--- src/rtl/core/qtd_pkg.sv ---
package qtd_pkg;

  // deepest supported tree, log2 of the largest root side
  localparam int MAX_LOG2_SIDE = 10;

  // fixed field widths
  localparam int COORD_W = 10;
  localparam int SIDE_W = 11;
  localparam int COLOR_W = 8;
  localparam int ROOT_LOG2_W = 4;

  // configuration port
  localparam int CFG_IDX_W = 4;
  localparam int CFG_DATA_W = 4;

  localparam logic [ROOT_LOG2_W-1:0] ROOT_LOG2_RST = 4'd9;
  localparam logic [COLOR_W-1:0] GRAY_ALPHA = 8'hFF;

  typedef enum logic [CFG_IDX_W-1:0] {
    REG_ROOT_LOG2 = 4'd0,
    REG_GRAY_MODE = 4'd1
  } cfg_reg_t;

  // one input record
  typedef struct packed {
    logic               is_leaf;
    logic [COLOR_W-1:0] red;
    logic [COLOR_W-1:0] green;
    logic [COLOR_W-1:0] blue;
    logic [COLOR_W-1:0] alpha;
  } in_item_t;

  // one result item
  typedef struct packed {
    logic [COORD_W-1:0] left;
    logic [COORD_W-1:0] top;
    logic [SIDE_W-1:0]  side;
    logic [COLOR_W-1:0] out_red;
    logic [COLOR_W-1:0] out_green;
    logic [COLOR_W-1:0] out_blue;
    logic [COLOR_W-1:0] out_alpha;
    logic               tree_done;
    logic               bad_record;
  } out_item_t;

  // traversal status for the record at the head of the input register
  typedef struct packed {
    logic               emit;
    logic               bad;
    logic               done;
    logic [COORD_W-1:0] left;
    logic [COORD_W-1:0] top;
    logic [SIDE_W-1:0]  side;
  } walk_stat_t;

endpackage

--- src/rtl/core/qtd_walk.sv ---
module qtd_walk #(
  parameter int MAX_LOG2_SIDE = qtd_pkg::MAX_LOG2_SIDE
) (
  input  logic                               clk,
  input  logic                               rst_n,
  input  logic                               restart,
  input  logic                               step,
  input  logic                               is_leaf,
  input  logic [qtd_pkg::ROOT_LOG2_W-1:0]    root_eff,
  output qtd_pkg::walk_stat_t                stat
);

  localparam int DW = $clog2(MAX_LOG2_SIDE + 1);
  localparam int CW = MAX_LOG2_SIDE;
  localparam int SW = MAX_LOG2_SIDE + 1;
  localparam int XW = (CW > qtd_pkg::COORD_W) ? CW : qtd_pkg::COORD_W;
  localparam int ZW = (SW > qtd_pkg::SIDE_W) ? SW : qtd_pkg::SIDE_W;
  localparam int RW = qtd_pkg::ROOT_LOG2_W;

  logic [DW-1:0] depth_r, depth_nxt;
  logic [1:0]    slot_r [MAX_LOG2_SIDE];
  logic [1:0]    slot_nxt [MAX_LOG2_SIDE];
  logic [CW-1:0] cx_r, cx_nxt;
  logic [CW-1:0] cy_r, cy_nxt;
  logic          complete_r, complete_nxt;

  logic [SW-1:0] side_cur;
  logic          bad;
  logic          found;
  logic [RW-1:0] p_idx;
  logic [1:0]    p_slot;
  logic [1:0]    ns;
  logic [CW-1:0] bit_c;
  logic [CW-1:0] keep;
  logic [XW-1:0] cx_w;
  logic [XW-1:0] cy_w;
  logic [ZW-1:0] side_w;

  // side of the current square and record check
  always_comb begin
    side_cur = SW'(1) << (root_eff - RW'(depth_r));
    bad = complete_r || (!is_leaf && (RW'(depth_r) >= root_eff));
  end

  // deepest open level whose four children are not all done
  always_comb begin
    found = 1'b0;
    p_idx = '0;
    p_slot = '0;
    for (int i = 0; i < MAX_LOG2_SIDE; i++) begin
      if ((DW'(i) < depth_r) && (slot_r[i] != 2'd3)) begin
        found = 1'b1;
        p_idx = RW'(i);
        p_slot = slot_r[i];
      end
    end
    ns = p_slot + 2'd1;
    bit_c = CW'(1) << (root_eff - RW'(1) - p_idx);
    keep = ~((bit_c << 1) - CW'(1));
  end

  // next traversal state
  always_comb begin
    depth_nxt = depth_r;
    cx_nxt = cx_r;
    cy_nxt = cy_r;
    complete_nxt = complete_r;
    for (int i = 0; i < MAX_LOG2_SIDE; i++) begin
      slot_nxt[i] = slot_r[i];
    end
    if (restart) begin
      depth_nxt = '0;
      cx_nxt = '0;
      cy_nxt = '0;
      complete_nxt = 1'b0;
      for (int i = 0; i < MAX_LOG2_SIDE; i++) begin
        slot_nxt[i] = '0;
      end
    end else if (step && !bad) begin
      if (!is_leaf) begin
        // descend into the top-left quadrant
        depth_nxt = depth_r + DW'(1);
        for (int i = 0; i < MAX_LOG2_SIDE; i++) begin
          if (DW'(i) == depth_r) begin
            slot_nxt[i] = '0;
          end
        end
      end else if (found) begin
        // pop finished levels, step to the next sibling
        depth_nxt = DW'(p_idx) + DW'(1);
        cx_nxt = (cx_r & keep) | (ns[0] ? bit_c : '0);
        cy_nxt = (cy_r & keep) | (ns[1] ? bit_c : '0);
        for (int i = 0; i < MAX_LOG2_SIDE; i++) begin
          if (RW'(i) == p_idx) begin
            slot_nxt[i] = ns;
          end else if (RW'(i) > p_idx) begin
            slot_nxt[i] = '0;
          end
        end
      end else begin
        // last leaf of the root
        depth_nxt = '0;
        cx_nxt = '0;
        cy_nxt = '0;
        complete_nxt = 1'b1;
        for (int i = 0; i < MAX_LOG2_SIDE; i++) begin
          slot_nxt[i] = '0;
        end
      end
    end
  end

  // traversal state registers
  always_ff @(posedge clk) begin
    if (!rst_n) begin
      depth_r <= '0;
      cx_r <= '0;
      cy_r <= '0;
      complete_r <= 1'b0;
      for (int i = 0; i < MAX_LOG2_SIDE; i++) begin
        slot_r[i] <= '0;
      end
    end else begin
      depth_r <= depth_nxt;
      cx_r <= cx_nxt;
      cy_r <= cy_nxt;
      complete_r <= complete_nxt;
      for (int i = 0; i < MAX_LOG2_SIDE; i++) begin
        slot_r[i] <= slot_nxt[i];
      end
    end
  end

  // status toward the result stage
  always_comb begin
    cx_w = XW'(cx_r);
    cy_w = XW'(cy_r);
    side_w = ZW'(side_cur);
    stat.emit = is_leaf || bad;
    stat.bad = bad;
    stat.done = is_leaf && !found;
    stat.left = cx_w[qtd_pkg::COORD_W-1:0];
    stat.top = cy_w[qtd_pkg::COORD_W-1:0];
    stat.side = side_w[qtd_pkg::SIDE_W-1:0];
  end

endmodule

--- src/rtl/core/qtd_pixel.sv ---
module qtd_pixel (
  input  qtd_pkg::in_item_t   item,
  input  logic                gray_mode,
  input  qtd_pkg::walk_stat_t stat,
  output qtd_pkg::out_item_t  result
);

  // build the result item, gray expansion and rejected-record zeroing
  always_comb begin
    result = '0;
    if (stat.bad) begin
      result.bad_record = 1'b1;
    end else begin
      result.left = stat.left;
      result.top = stat.top;
      result.side = stat.side;
      result.tree_done = stat.done;
      result.out_red = item.red;
      if (gray_mode) begin
        result.out_green = item.red;
        result.out_blue = item.red;
        result.out_alpha = qtd_pkg::GRAY_ALPHA;
      end else begin
        result.out_green = item.green;
        result.out_blue = item.blue;
        result.out_alpha = item.alpha;
      end
    end
  end

endmodule

--- src/rtl/core/quadtree_preorder_decoder.sv ---
// Path: an accepted item is held in the input register, then its result is
// registered in the result register, where it becomes valid.
// Throughput: one item per cycle while the result side is ready; the cycle path
// is the level pop, a priority pick over the child-slot stack followed by the corner update.
// Reset: synchronous active low; root_log2 = 9, gray mode off, traversal at
// the root, both stages empty.
module quadtree_preorder_decoder #(
  parameter int MAX_LOG2_SIDE = qtd_pkg::MAX_LOG2_SIDE
) (
  input  logic                              clk,
  input  logic                              rst_n,
  input  logic                              in_valid,
  output logic                              in_ready,
  input  qtd_pkg::in_item_t                 in_data,
  output logic                              out_valid,
  input  logic                              out_ready,
  output qtd_pkg::out_item_t                out_data,
  input  logic                              cfg_valid,
  output logic                              cfg_ready,
  input  logic [qtd_pkg::CFG_IDX_W-1:0]     cfg_index,
  input  logic [qtd_pkg::CFG_DATA_W-1:0]    cfg_data
);

  localparam int RW = qtd_pkg::ROOT_LOG2_W;

  logic [RW-1:0]       root_log2_r, root_log2_nxt;
  logic                gray_mode_r, gray_mode_nxt;
  logic                restart;
  logic [RW-1:0]       root_eff;

  qtd_pkg::in_item_t   in_item_r;
  logic                in_vld_r;
  qtd_pkg::out_item_t  out_item_r;
  logic                out_vld_r;

  logic                out_free;
  logic                fire;
  qtd_pkg::walk_stat_t stat;
  qtd_pkg::out_item_t  result;

  // configuration writes
  assign cfg_ready = 1'b1;

  always_comb begin
    root_log2_nxt = root_log2_r;
    gray_mode_nxt = gray_mode_r;
    restart = 1'b0;
    if (cfg_valid) begin
      unique case (cfg_index)
        qtd_pkg::REG_ROOT_LOG2: begin
          root_log2_nxt = cfg_data[RW-1:0];
          restart = 1'b1;
        end
        qtd_pkg::REG_GRAY_MODE: begin
          gray_mode_nxt = cfg_data[0];
        end
        default: begin
        end
      endcase
    end
  end

  always_ff @(posedge clk) begin
    if (!rst_n) begin
      root_log2_r <= qtd_pkg::ROOT_LOG2_RST;
      gray_mode_r <= 1'b0;
    end else begin
      root_log2_r <= root_log2_nxt;
      gray_mode_r <= gray_mode_nxt;
    end
  end

  // oversized root saturates
  assign root_eff = (root_log2_r > RW'(MAX_LOG2_SIDE)) ? RW'(MAX_LOG2_SIDE) : root_log2_r;

  // handshake between the two stages
  assign out_free = !out_vld_r || out_ready;
  assign fire = in_vld_r && out_free;
  assign in_ready = !in_vld_r || fire;

  // input register
  always_ff @(posedge clk) begin
    if (!rst_n) begin
      in_vld_r <= 1'b0;
    end else if (in_ready) begin
      in_vld_r <= in_valid;
    end
  end

  always_ff @(posedge clk) begin
    if (in_valid && in_ready) begin
      in_item_r <= in_data;
    end
  end

  qtd_walk #(
    .MAX_LOG2_SIDE(MAX_LOG2_SIDE)
  ) u_walk (
    .clk     (clk),
    .rst_n   (rst_n),
    .restart (restart),
    .step    (fire),
    .is_leaf (in_item_r.is_leaf),
    .root_eff(root_eff),
    .stat    (stat)
  );

  qtd_pixel u_pixel (
    .item     (in_item_r),
    .gray_mode(gray_mode_r),
    .stat     (stat),
    .result   (result)
  );

  // result register
  always_ff @(posedge clk) begin
    if (!rst_n) begin
      out_vld_r <= 1'b0;
    end else if (out_free) begin
      out_vld_r <= fire && stat.emit;
    end
  end

  always_ff @(posedge clk) begin
    if (fire && stat.emit) begin
      out_item_r <= result;
    end
  end

  assign out_valid = out_vld_r;
  assign out_data = out_item_r;

  // a processed leaf or rejected record shows up as a result next cycle
  a_emit_to_out: assert property (@(posedge clk) disable iff (!rst_n)
    fire && stat.emit |=> out_valid)
    else $error("result item lost");

  // an internal record that is accepted leaves no result
  a_no_spurious: assert property (@(posedge clk) disable iff (!rst_n)
    fire && !stat.emit && out_free |=> !out_valid)
    else $error("result item invented");

  // a rejected record carries no square and no completion
  a_bad_clean: assert property (@(posedge clk) disable iff (!rst_n)
    out_valid && out_data.bad_record |-> (out_data.side == '0) && !out_data.tree_done)
    else $error("rejected record with payload");

  // an accepted leaf always has a square of nonzero side
  a_side_nonzero: assert property (@(posedge clk) disable iff (!rst_n)
    out_valid && !out_data.bad_record |-> out_data.side != '0)
    else $error("leaf with zero side");

endmodule

--- config.mk ---
export PLATFORM = sky130hd
export DESIGN_NAME = quadtree_preorder_decoder
export DESIGN_NICKNAME = d
export VERILOG_FILES = /design/src/rtl/core/qtd_pkg.sv /design/src/rtl/core/qtd_walk.sv /design/src/rtl/core/qtd_pixel.sv /design/src/rtl/core/quadtree_preorder_decoder.sv
export SDC_FILE = /design/constraint.sdc
export NUM_CORES = 1
export LEC_CHECK = 0
export BUFFER_PORTS_ARGS = -buffer_cell sky130_fd_sc_hd__buf_2
export CAP_MARGIN = 30
export CORE_MARGIN = 5
export CORE_UTILIZATION = 32
export CTS_BUF_LIST = sky130_fd_sc_hd__clkbuf_16
export CTS_CLUSTER_SIZE = 24
export DETAILED_ROUTE_END_ITERATION = 8
export MAX_ROUTING_LAYER = met4
export SLEW_MARGIN = 20
export SYNTH_ARGS = -nofsm -noshare
export SYNTH_HDL_FRONTEND = slang
export SYNTH_SLANG_ARGS = --single-unit
--- constraint.sdc ---
create_clock -name clk -period 5.3 [get_ports clk]
set_input_delay 0.265 -clock clk [delete_from_list [all_inputs] [get_ports clk]]
set_output_delay 0.265 -clock clk [all_outputs]
set_load 0.01 [all_outputs]
==> impl_metrics.env, run 1 <==
export IMPL_outcome="finished clean"
export IMPL_seq_area_frac_synth_pct=55.3
export IMPL_setup_viol=0
export IMPL_cts_max_level=4
export IMPL_critPathMaxFanout=9
export IMPL_rsz0062_at_grt="false"
export IMPL_drv_slew=0
export IMPL_cp_startpoint="u_walk.depth_r[1]"
export IMPL_startpoint_type="flip-flop"
export IMPL_grt_max_degree=44
export IMPL_antenna_found_initial=0
export IMPL_reg2regPathDepth=22
export IMPL_first_pass_iters=5
export IMPL_pre_cts_ws_ns=0.401
export IMPL_wirelength_mm=18.4
export IMPL_final_antenna_net_count=0
export IMPL_fin_ws_ns=0.428
export IMPL_fin_crit_sh_pct=91.9
export IMPL_final_core_util_pct=39.5
export IMPL_hold_depth=1
export IMPL_avgSynthCellArea_sq_um=10.8
export IMPL_drv_cap=0
export IMPL_nets=844
export IMPL_cts_tree="done"
export IMPL_drc=0
export IMPL_fmax_mhz=205
export IMPL_rows=54
export IMPL_syn_to_final_growth_pct=20.4
export IMPL_end_kind="flip-flop"
export IMPL_yosysMostFrequentCell="edfxtp_1"
export IMPL_die_h_um=160
export IMPL_die_area_sq_um=25600
export IMPL_ys_seq_elements=150
export IMPL_vias=5555
export IMPL_cts_sinks=150
export IMPL_cts_buffers=17
export IMPL_ir_drop_uv=177
export IMPL_ios=114
export IMPL_synth_net_count=731
export IMPL_grt_pass1_wl_mm=29.3
export IMPL_core_sq_um=22000
export IMPL_antenna_cells=0
export IMPL_clk_pin_slew_ns=0.07
export IMPL_hold_start="in_data[21]"
export IMPL_slew_headroom_pct=42.3
export IMPL_yosys_top_cells_count="98 x edfxtp_1, 58 x nor2_1, 52 x dfxtp_1, 51 x nand2_1, 50 x a21oi_1"
export IMPL_synth_edff_count=98
export IMPL_routedWlPerCell_um=17.1
export IMPL_grtUsageTotal_pct=14.7
export IMPL_synthArstFlopShare_pct=0
export IMPL_hold_viol_final=0
export IMPL_syn_inst=669
export IMPL_dp_hpwl_mm=13.3
export IMPL_r2r_end="u_walk.cx_r[9]"
export IMPL_r2r_start="u_walk.depth_r[1]"
export IMPL_final_layout_size_suffix_gt1_share_pct=23.6
export IMPL_required_ns=5.61
export IMPL_path_class="reg2reg"
export IMPL_tightest_slew_ns=0.863
export IMPL_arrival_ns=5.18
export IMPL_synth_top_area_cell="edfxtp_1"
export IMPL_via_per_inst=5.17
export IMPL_synth_area_sq_um=7200
export IMPL_synth_top_area_share_pct=40.9
export IMPL_reg2reg_slack_ns=0.43
export IMPL_clock_path_buffers=2
export IMPL_finalPower_uw=3150
export IMPL_insertion_delay_ns=0.42
export IMPL_min_period_ns=4.87
export IMPL_p_per_area_nw_per_um2=364
export IMPL_gp_congestion=0.969
export IMPL_clockRootBuffer="clkbuf_16"
export IMPL_ys_flop_type="edfxtp_1"
export IMPL_fin_hold_ws_ns=0.0170
export IMPL_yosysWarnings=0
export IMPL_start_util_pct=32.8
export IMPL_die_w_um=160
export IMPL_synth_distinct_cells=77
export IMPL_drt_iter0_drc=463
export IMPL_io_buffers=112
export IMPL_worstHoldPathType="in2reg"
export IMPL_grt_pass1_vias=5379
export IMPL_skew_ns=0.00848
export IMPL_hold_path_end="in_item_r[21]"
export IMPL_cts_setup_buffers=0
export IMPL_p_leak_uw=0.00325
export IMPL_globalRoute_totalOverflow=0
export IMPL_synth_area_leaders="edfxtp_1 41%, dfxtp_1 14%, a21oi_1 3.5%, and2_1 3.2%, nor2_1 3.0%"
export IMPL_finalSetupTns_ns=0
## cell families (layout without fill, tap and decap cells)
| family | after synthesis | after routing | share of synthesized area [%] |
|---|---|---|---|
| flip-flops | 150 | 150 | 55.3 |
| AND/OR/NAND/NOR | 261 | 261 | 18.8 |
| AO/OA/AOI/OAI | 171 | 171 | 17.1 |
| multiplexers | 5 | 5 | 0.695 |
| XOR/XNOR | 7 | 7 | 1.23 |
| adder cells (fa/ha/maj) | 16 | 16 | 2.99 |
| buffers and inverters | 58 | 184 | 3.79 |
| other | 1 | 1 | 0.0521 |
## through the flow
stage	instances	area, sq um
6_report	1075	8670
5_1_grt	1075	8670
4_1_cts	1074	8650
3_5_place_dp	1041	8070
3_3_place_gp	1038	8040
2_1_floorplan	669	7200
## final cells by class
class	count	area [sq um]
fillers	2133	13300
flip-flops and latches	150	3980
multi-input cells	461	2960
repair buffers	129	713
clock buffers	17	425
well taps	280	350
clock inverters	15	146
inverters	23	86.3
## critical path: stages, from the launching register on
cell,delay [ns]
dfxtp_1,0.43
inv_1,0.18
ha_1,0.31
nor2b_1,0.13
o21a_1,0.24
or2_2,0.30
nor2_1,0.10
nor2_1,0.04
nor2_1,0.29
inv_1,0.12
ha_1,0.31
a21o_1,0.18
a21oi_1,0.21
xnor3_1,0.37
nor2_1,0.23
nand3_1,0.15
ha_1,0.27
inv_1,0.16
nand2_1,0.09
o21ai_0,0.15
a211o_1,0.14
a21oi_1,0.08
a22o_1,0.27
## cells in the final DEF (no fill, tap or decap), types with 6 or more instances in the layout
cell | netlist | routed
nand2b_1 | 26 | 26
dfxtp_1 | 52 | 52
nor2b_1 | 13 | 13
nand3_1 | 19 | 19
a211oi_1 | 8 | 8
edfxtp_1 | 98 | 98
nor3_1 | 22 | 22
buf_2 | 5 | 112
buf_4 | 3 | 13
inv_1 | 21 | 22
o21ai_0 | 29 | 28
clkbuf_16 | 0 | 17
ha_1 | 14 | 14
and3_1 | 6 | 6
a21oi_1 | 50 | 49
o21a_1 | 8 | 8
nand2_1 | 51 | 51
nor2_1 | 58 | 57
or3_1 | 6 | 6
and2_1 | 37 | 37
## per-layer routing
layer	GRT usage (%)	vias up	part of all wire, %
li1	-	2680	-
met1	18.6	2630	44
met2	22.9	210	47
met3	3.79	35	7.0
met4	5.12	0	2.1
met5	-	-	0
## power breakdown
| group | leakage [uW] | total [uW] | internal (uW) | switching, uW |
|---|---|---|---|---|
| Clock | 0.000273 | 1160 | 657 | 506 |
| Combinational | 0.00162 | 670 | 232 | 438 |
| Sequential | 0.00136 | 1320 | 1300 | 21.7 |
| Total | 0.00325 | 3150 | 2190 | 966 |
## flip-flops by register name, summed over array words and instances, names as in the netlist
name / cells
gray_mode_r: 1
u_walk.complete_r: 1
out_valid: 1
u_walk.cy_r: 10
root_log2_r: 4
u_walk.cx_r: 10
u_walk.depth_r: 4
in_item_r: 33
u_walk.slot_r: 20
out_data: 65
in_vld_r: 1
## worst max path at each step
stage,endpoint,slack (ns)
6_report,u_walk.cx_r[9],0.43
5_1_grt,u_walk.cx_r[9],0.07
4_1_cts,u_walk.cx_r[9],0.39
2_1_floorplan,u_walk.cx_r[9],1.04
3_3_place_gp,u_walk.cx_r[9],0.59
3_5_place_dp,u_walk.cx_r[9],0.40
## what timing repair did
item / in CTS / in global routing
hold buffers: 1 / 1
gates resized for setup: 0 / 2
hold endpoints to repair: 1 / 1
setup endpoints to repair: 0 / 3
Power figures use the tool's default switching activity.
==> run 2, diff against run 1 <==
- BUFFER_PORTS_ARGS: -buffer_cell sky130_fd_sc_hd__buf_2 -> -buffer_cell sky130_fd_sc_hd__buf_4
- CORE_UTILIZATION: 32 -> 30
==> run 2 against run 1 <==
Effect of this change:
- sequential power about the same
- critical path depth down 3
- critical path type unchanged
- worst hold slack worse by 0.00096 ns
==> impl_metrics.env, run 2 (synthesis gave the netlist of run 1 again) <==
export IMPL_outcome="finished clean"
export IMPL_wirelength_mm=19.2
export IMPL_hold_depth=1
export IMPL_path_common_cell="inv_1"
export IMPL_crit_path_cell_trace="or3_4, a221oi_1, o311a_1, o21ai_0, o21a_1, ha_1, inv_1, fa_1, xor2_2, nand2_1, nor2_1, inv_1, ha_1, inv_1, nand2_1, o21ai_0, a211o_1, a21oi_1, a22o_1"
export IMPL_r2r_end="u_walk.cx_r[9]"
export IMPL_setup_viol=0
export IMPL_die_w_um=165
export IMPL_arrival_ns=5.06
export IMPL_vias=5586
export IMPL_cts_max_level=4
export IMPL_crit_family="compound AO/OA/AOI/OAI gates"
export IMPL_core_sq_um=23500
export IMPL_via_per_inst=4.95
export IMPL_final_area_sq_um=9160
export IMPL_clock_path_buffers=2
export IMPL_final_antenna_net_count=0
export IMPL_largest_reg_flops=65
export IMPL_ios=114
export IMPL_fin_crit_sh_pct=89.6
export IMPL_hold_path_end="in_item_r[27]"
export IMPL_start_util_pct=30.6
export IMPL_die_h_um=165
export IMPL_grtUsageTotal_pct=14.7
export IMPL_final_layout_size_suffix_gt1_share_pct=23.7
export IMPL_finalSetupTns_ns=0
export IMPL_reg2reg_slack_ns=0.55
export IMPL_cp_slowest_stage_delay_ns=0.79
export IMPL_r2r_start="u_walk.depth_r[2]"
export IMPL_die_area_sq_um=27200
export IMPL_drt_iter0_drc=517
export IMPL_tightest_slew_ns=0.883
export IMPL_p_per_area_nw_per_um2=353
export IMPL_critPathMaxFanout=20
export IMPL_cts_tree="done"
export IMPL_io_buffers=112
export IMPL_routedWlPerCell_um=17.0
export IMPL_hold_start="in_data[27]"
export IMPL_gp_congestion=0.920
export IMPL_fin_hold_ws_ns=0.0161
export IMPL_grt_pass1_wl_mm=30.0
export IMPL_rsz0062_at_grt="false"
export IMPL_worstHoldPathType="in2reg"
export IMPL_dp_hpwl_mm=13.9
export IMPL_hold_viol_final=0
export IMPL_drv_cap=0
export IMPL_nets=858
export IMPL_rows=56
export IMPL_antenna_found_initial=0
export IMPL_final_common_cell="buf_4"
export IMPL_path_class="reg2reg"
export IMPL_insertion_delay_ns=0.43
export IMPL_cts_sinks=150
export IMPL_startpoint_type="flip-flop"
export IMPL_cts_buffers=17
export IMPL_antenna_cells=0
export IMPL_min_period_ns=4.75
export IMPL_fmax_mhz=211
export IMPL_syn_to_final_growth_pct=27.2
export IMPL_layout_common_cells="126 x buf_4, 98 x edfxtp_1, 56 x nor2_1"
export IMPL_dpl_cell_area_sq_um=8390
export IMPL_skew_ns=0.0110
export IMPL_clk_pin_slew_ns=0.07
export IMPL_p_leak_uw=0.00341
export IMPL_grt_max_degree=56
export IMPL_finalPower_uw=3230
export IMPL_clockRootBuffer="clkbuf_16"
export IMPL_grt_pass1_vias=5405
export IMPL_path_buf_inv=3
export IMPL_end_kind="flip-flop"
export IMPL_drv_slew=0
export IMPL_reg2regPathDepth=19
export IMPL_globalRoute_totalOverflow=0
export IMPL_slew_headroom_pct=41.1
export IMPL_first_pass_iters=5
export IMPL_required_ns=5.62
export IMPL_cp_slowest_cell="dfxtp_1"
export IMPL_drc=0
export IMPL_ir_drop_uv=203
export IMPL_cts_setup_buffers=0
[run 2: cell types whose count changed in the layout (fill, tap and decap cells not counted), sizes merged]
cell and delta:
clkinv -1, clkinvlp -2, buf +1, dlygate4sd3 +13, inv +3
[run 2: layer usage]
layer  wire [um]  global-route usage (%)
met1        8660                    18.6
met2        9050                    23.1
met5           0                       -
met3        1160                    3.57
met4         300                    5.10
[run 2: per-stage QoR]
step | std cells | utilization [%] | setup slack [ns]
finish | 1128 | 38.9 | 0.552
global route | 1128 | 38.9 | 0.0889
CTS | 1117 | 38.3 | 0.301
detailed placement | 1080 | 35.6 | 0.299
global placement | 1079 | 35.6 | 0.454
floorplan | 669 | - | 1.04
[run 2: worst register-to-register path, cell delays in order, from the launching register on]
cell,delay (ns)
dfxtp_1,0.79
or3_4,0.28
a221oi_1,0.08
o311a_1,0.39
o21ai_0,0.16
o21a_1,0.28
ha_1,0.21
inv_1,0.05
fa_1,0.44
xor2_2,0.33
nand2_1,0.20
nor2_1,0.18
inv_1,0.06
ha_1,0.25
inv_1,0.17
nand2_1,0.09
o21ai_0,0.16
a211o_1,0.15
a21oi_1,0.08
a22o_1,0.26
[run 2: worst max path at each step]
stage,start,endpoint,slack [ns],depth (start not counted)
2_1_floorplan,u_walk.depth_r[1],u_walk.cx_r[9],1.04,20
3_3_place_gp,u_walk.depth_r[1],u_walk.cx_r[9],0.45,21
3_5_place_dp,u_walk.depth_r[1],u_walk.cx_r[9],0.30,20
4_1_cts,u_walk.depth_r[1],u_walk.cx_r[9],0.30,20
5_1_grt,u_walk.depth_r[1],u_walk.cx_r[9],0.09,22
6_report,u_walk.depth_r[2],u_walk.cx_r[9],0.55,19
[run 2: area by class of cell]
| cell class | count | area [sq um] |
|---|---|---|
| flip-flops and latches | 150 | 3990 |
| fillers | 2302 | 14400 |
| repair buffers | 143 | 1130 |
| clock inverters | 15 | 161 |
| inverters | 23 | 86.3 |
| multi-input cells | 461 | 2970 |
| well taps | 319 | 399 |
| clock buffers | 17 | 425 |
[run 2: repair_timing]
item	4_1_cts	5_1_grt
endpoints found under the hold margin	5	10
setup endpoints to repair	0	4
resized for setup	0	4
hold buffers	5	10
[run 2: where the power goes]
part,internal (uW),switching [uW]
clock network,668,525
logic,261,455
registers,1300,21.9
total,2230,1000
==> run 3, diff against run 2 <==
- CORE_UTILIZATION: 30 -> 51
- PLACE_DENSITY: default -> 0.76
- SYNTH_HIERARCHICAL: default -> 1
==> run 3 against run 2 <==
Effect of this change:
- worst setup slack improved by 0.090 ns
- clock power barely moved
- fmax rose by 1.9%
- wire length rose by 0.69%
- die area fell by 38%
- first-iteration DRC count fell by 16%
- critical path depth rose by 1
- critical endpoint is now u_walk/cx_r[7]
==> impl_metrics.env, run 3 <==
export IMPL_ys_seq_elements=150
export IMPL_drv_slew=0
export IMPL_end_kind="flip-flop"
export IMPL_io_buffers=112
export IMPL_cts_max_level=4
export IMPL_yosys_top_cells_count="98 x edfxtp_1, 61 x nor2_1, 53 x nand2_1, 52 x dfxtp_1"
export IMPL_ir_drop_uv=212
export IMPL_cts_tree="done"
export IMPL_largest_reg_flops=65
export IMPL_grt_pass1_wl_mm=29.0
export IMPL_synth_top_area_cell="edfxtp_1"
export IMPL_finalSetupTns_ns=0
export IMPL_routedWlPerCell_um=19.6
export IMPL_regArea_sq_um=3980
export IMPL_layout_common_cells="122 x buf_4, 98 x edfxtp_1, 61 x nor2_1"
export IMPL_arrival_ns=5.02
export IMPL_drt_iter0_drc=436
export IMPL_fillers=1101
export IMPL_seq_area_frac_synth_pct=54.5
export IMPL_critPathMaxFanout=10
export IMPL_skew_ns=0.0154
export IMPL_clockRootBuffer="clkbuf_16"
export IMPL_start_util_pct=52.3
export IMPL_worstHoldPathType="in2reg"
export IMPL_yosysMostFrequentCell="edfxtp_1"
export IMPL_grt_max_degree=56
export IMPL_dp_hpwl_mm=13.3
export IMPL_startpoint_type="flip-flop"
export IMPL_drv_cap=0
export IMPL_insertion_delay_ns=0.43
export IMPL_syn_inst=678
export IMPL_antenna_found_initial=0
export IMPL_rsz0062_at_grt="false"
export IMPL_clock_path_buffers=2
export IMPL_die_h_um=130
export IMPL_cts_buffers=17
export IMPL_synth_net_count=740
export IMPL_fin_crit_sh_pct=87.9
export IMPL_cts_setup_buffers=0
export IMPL_fmax_mhz=215
export IMPL_ios=114
export IMPL_p_leak_uw=0.00347
export IMPL_die_area_sq_um=16800
export IMPL_final_core_util_pct=63.8
export IMPL_gp_congestion=0.993
export IMPL_synthArstFlopShare_pct=0
export IMPL_final_antenna_net_count=0
export IMPL_clk_pin_slew_ns=0.06
export IMPL_path_class="reg2reg"
export IMPL_die_w_um=130
export IMPL_first_pass_iters=6
export IMPL_drc=0
export IMPL_multi_input_comb_area_sq_um=3040
export IMPL_synth_edff_count=98
export IMPL_grtUsageTotal_pct=23.1
export IMPL_grt_pass1_vias=5476
export IMPL_synth_area_sq_um=7310
export IMPL_synth_area_leaders="edfxtp_1 40%, dfxtp_1 14%, nor2b_1 3.9%, a21oi_1 3.1%, nor2_1 3.1%"
export IMPL_nets=855
export IMPL_tightest_slew_ns=0.923
export IMPL_hold_viol_final=0
export IMPL_wirelength_mm=19.3
export IMPL_avgSynthCellArea_sq_um=10.8
export IMPL_final_layout_size_suffix_gt1_share_pct=23.2
export IMPL_core_sq_um=14000
export IMPL_globalRoute_totalOverflow=0
export IMPL_slew_headroom_pct=38.3
export IMPL_antenna_cells=0
export IMPL_required_ns=5.66
export IMPL_final_common_cell="buf_4"
export IMPL_setup_viol=0
export IMPL_synth_top_area_share_pct=40.3
export IMPL_synth_distinct_cells=84
export IMPL_via_per_inst=5.85
export IMPL_min_period_ns=4.66
export IMPL_vias=5765
export IMPL_rows=43
export IMPL_syn_to_final_growth_pct=22.1
export IMPL_outcome="finished clean"
export IMPL_cts_sinks=150
export IMPL_yosysWarnings=6
export IMPL_ys_flop_type="edfxtp_1"
export IMPL_p_per_area_nw_per_um2=367
[run 3: worst max-delay path: stages (launching register included)]
cell and delay (ns):
dfxtp_1 0.50, ha_1 0.36, nor3_1 0.14, or2_2 0.36, a21oi_1 0.14, o21bai_1 0.11, a311o_1 0.41, inv_1 0.11
ha_1 0.18, inv_1 0.06, fa_1 0.41, xnor2_1 0.35, nor2_1 0.17, nand3_1 0.12, ha_1 0.35, nor2_1 0.08
nand2_1 0.07, o21ai_0 0.07, a211o_1 0.27, a21oi_1 0.19, a22o_1 0.15
[run 3: logic make-up after synthesis]
group / count (synthesis) / share of synthesized area, %
buf+inv: 58 / 4.00
mux: 3 / 0.411
simple gates: 272 / 20.1
xor+xnor: 8 / 1.33
fa+ha+maj: 16 / 2.94
other cells: 1 / 0.0513
flops: 150 / 54.5
compound gates: 170 / 16.7
[run 3: worst paths after layout]
path	startpoint	end	slack [ns]	cells after the start
worst max register to register	u_walk/depth_r[1]	u_walk/cx_r[7]	0.64	20
worst min-delay path	in_data[11]	in_item_r[11]	0.02	1
worst min register to register	u_walk/cx_r[2]	u_walk/cx_r[2]	0.45	2
worst max-delay path	u_walk/depth_r[1]	u_walk/cx_r[7]	0.64	20
[run 3: what timing repair did]
item | 4_1_cts | 5_1_grt
hold endpoints to repair | 1 | 10
hold buffers | 1 | 10
gates resized for setup | 0 | 0
[run 3: per-stage QoR]
stage	setup WS (ns)	instances	power, uW	area (sq um)	hold WS (ns)
floorplan	0.880	678	1910	7310	0.364
global placement	0.909	941	2100	8230	0.441
detailed placement	0.733	942	2120	8250	0.445
CTS	0.721	975	3270	8820	0.00189
global route	0.224	986	3430	8930	0.000216
finish	0.643	986	3280	8930	0.0199
[run 3: power breakdown]
group	internal (uW)	total, uW	leakage [uW]	switching [uW]
sequential	1310	1340	0.00135	29.5
clock	686	1160	0.000285	470
combinational	291	789	0.00184	497
[run 3: per-layer routing]
metal	wire [um]	global-route usage (%)	share of wire [%]	vias up
li1	-	-	-	2725
met1	8120	28.7	42	2754
met2	9160	37.2	47	242
met3	1450	4.79	7.5	44
met4	573	9.23	3.0	0
met5	0	-	0	-
[run 3: final cells by class]
cell class | count | area share (%)
Timing Repair Buffer | 135 | 11.8
Tap cell | 180 | 2.52
Clock buffer | 17 | 4.76
Sequential cell | 150 | 44.6
Multi-Input combinational cell | 470 | 34.0
Clock inverter | 15 | 1.54
Inverter | 19 | 0.799
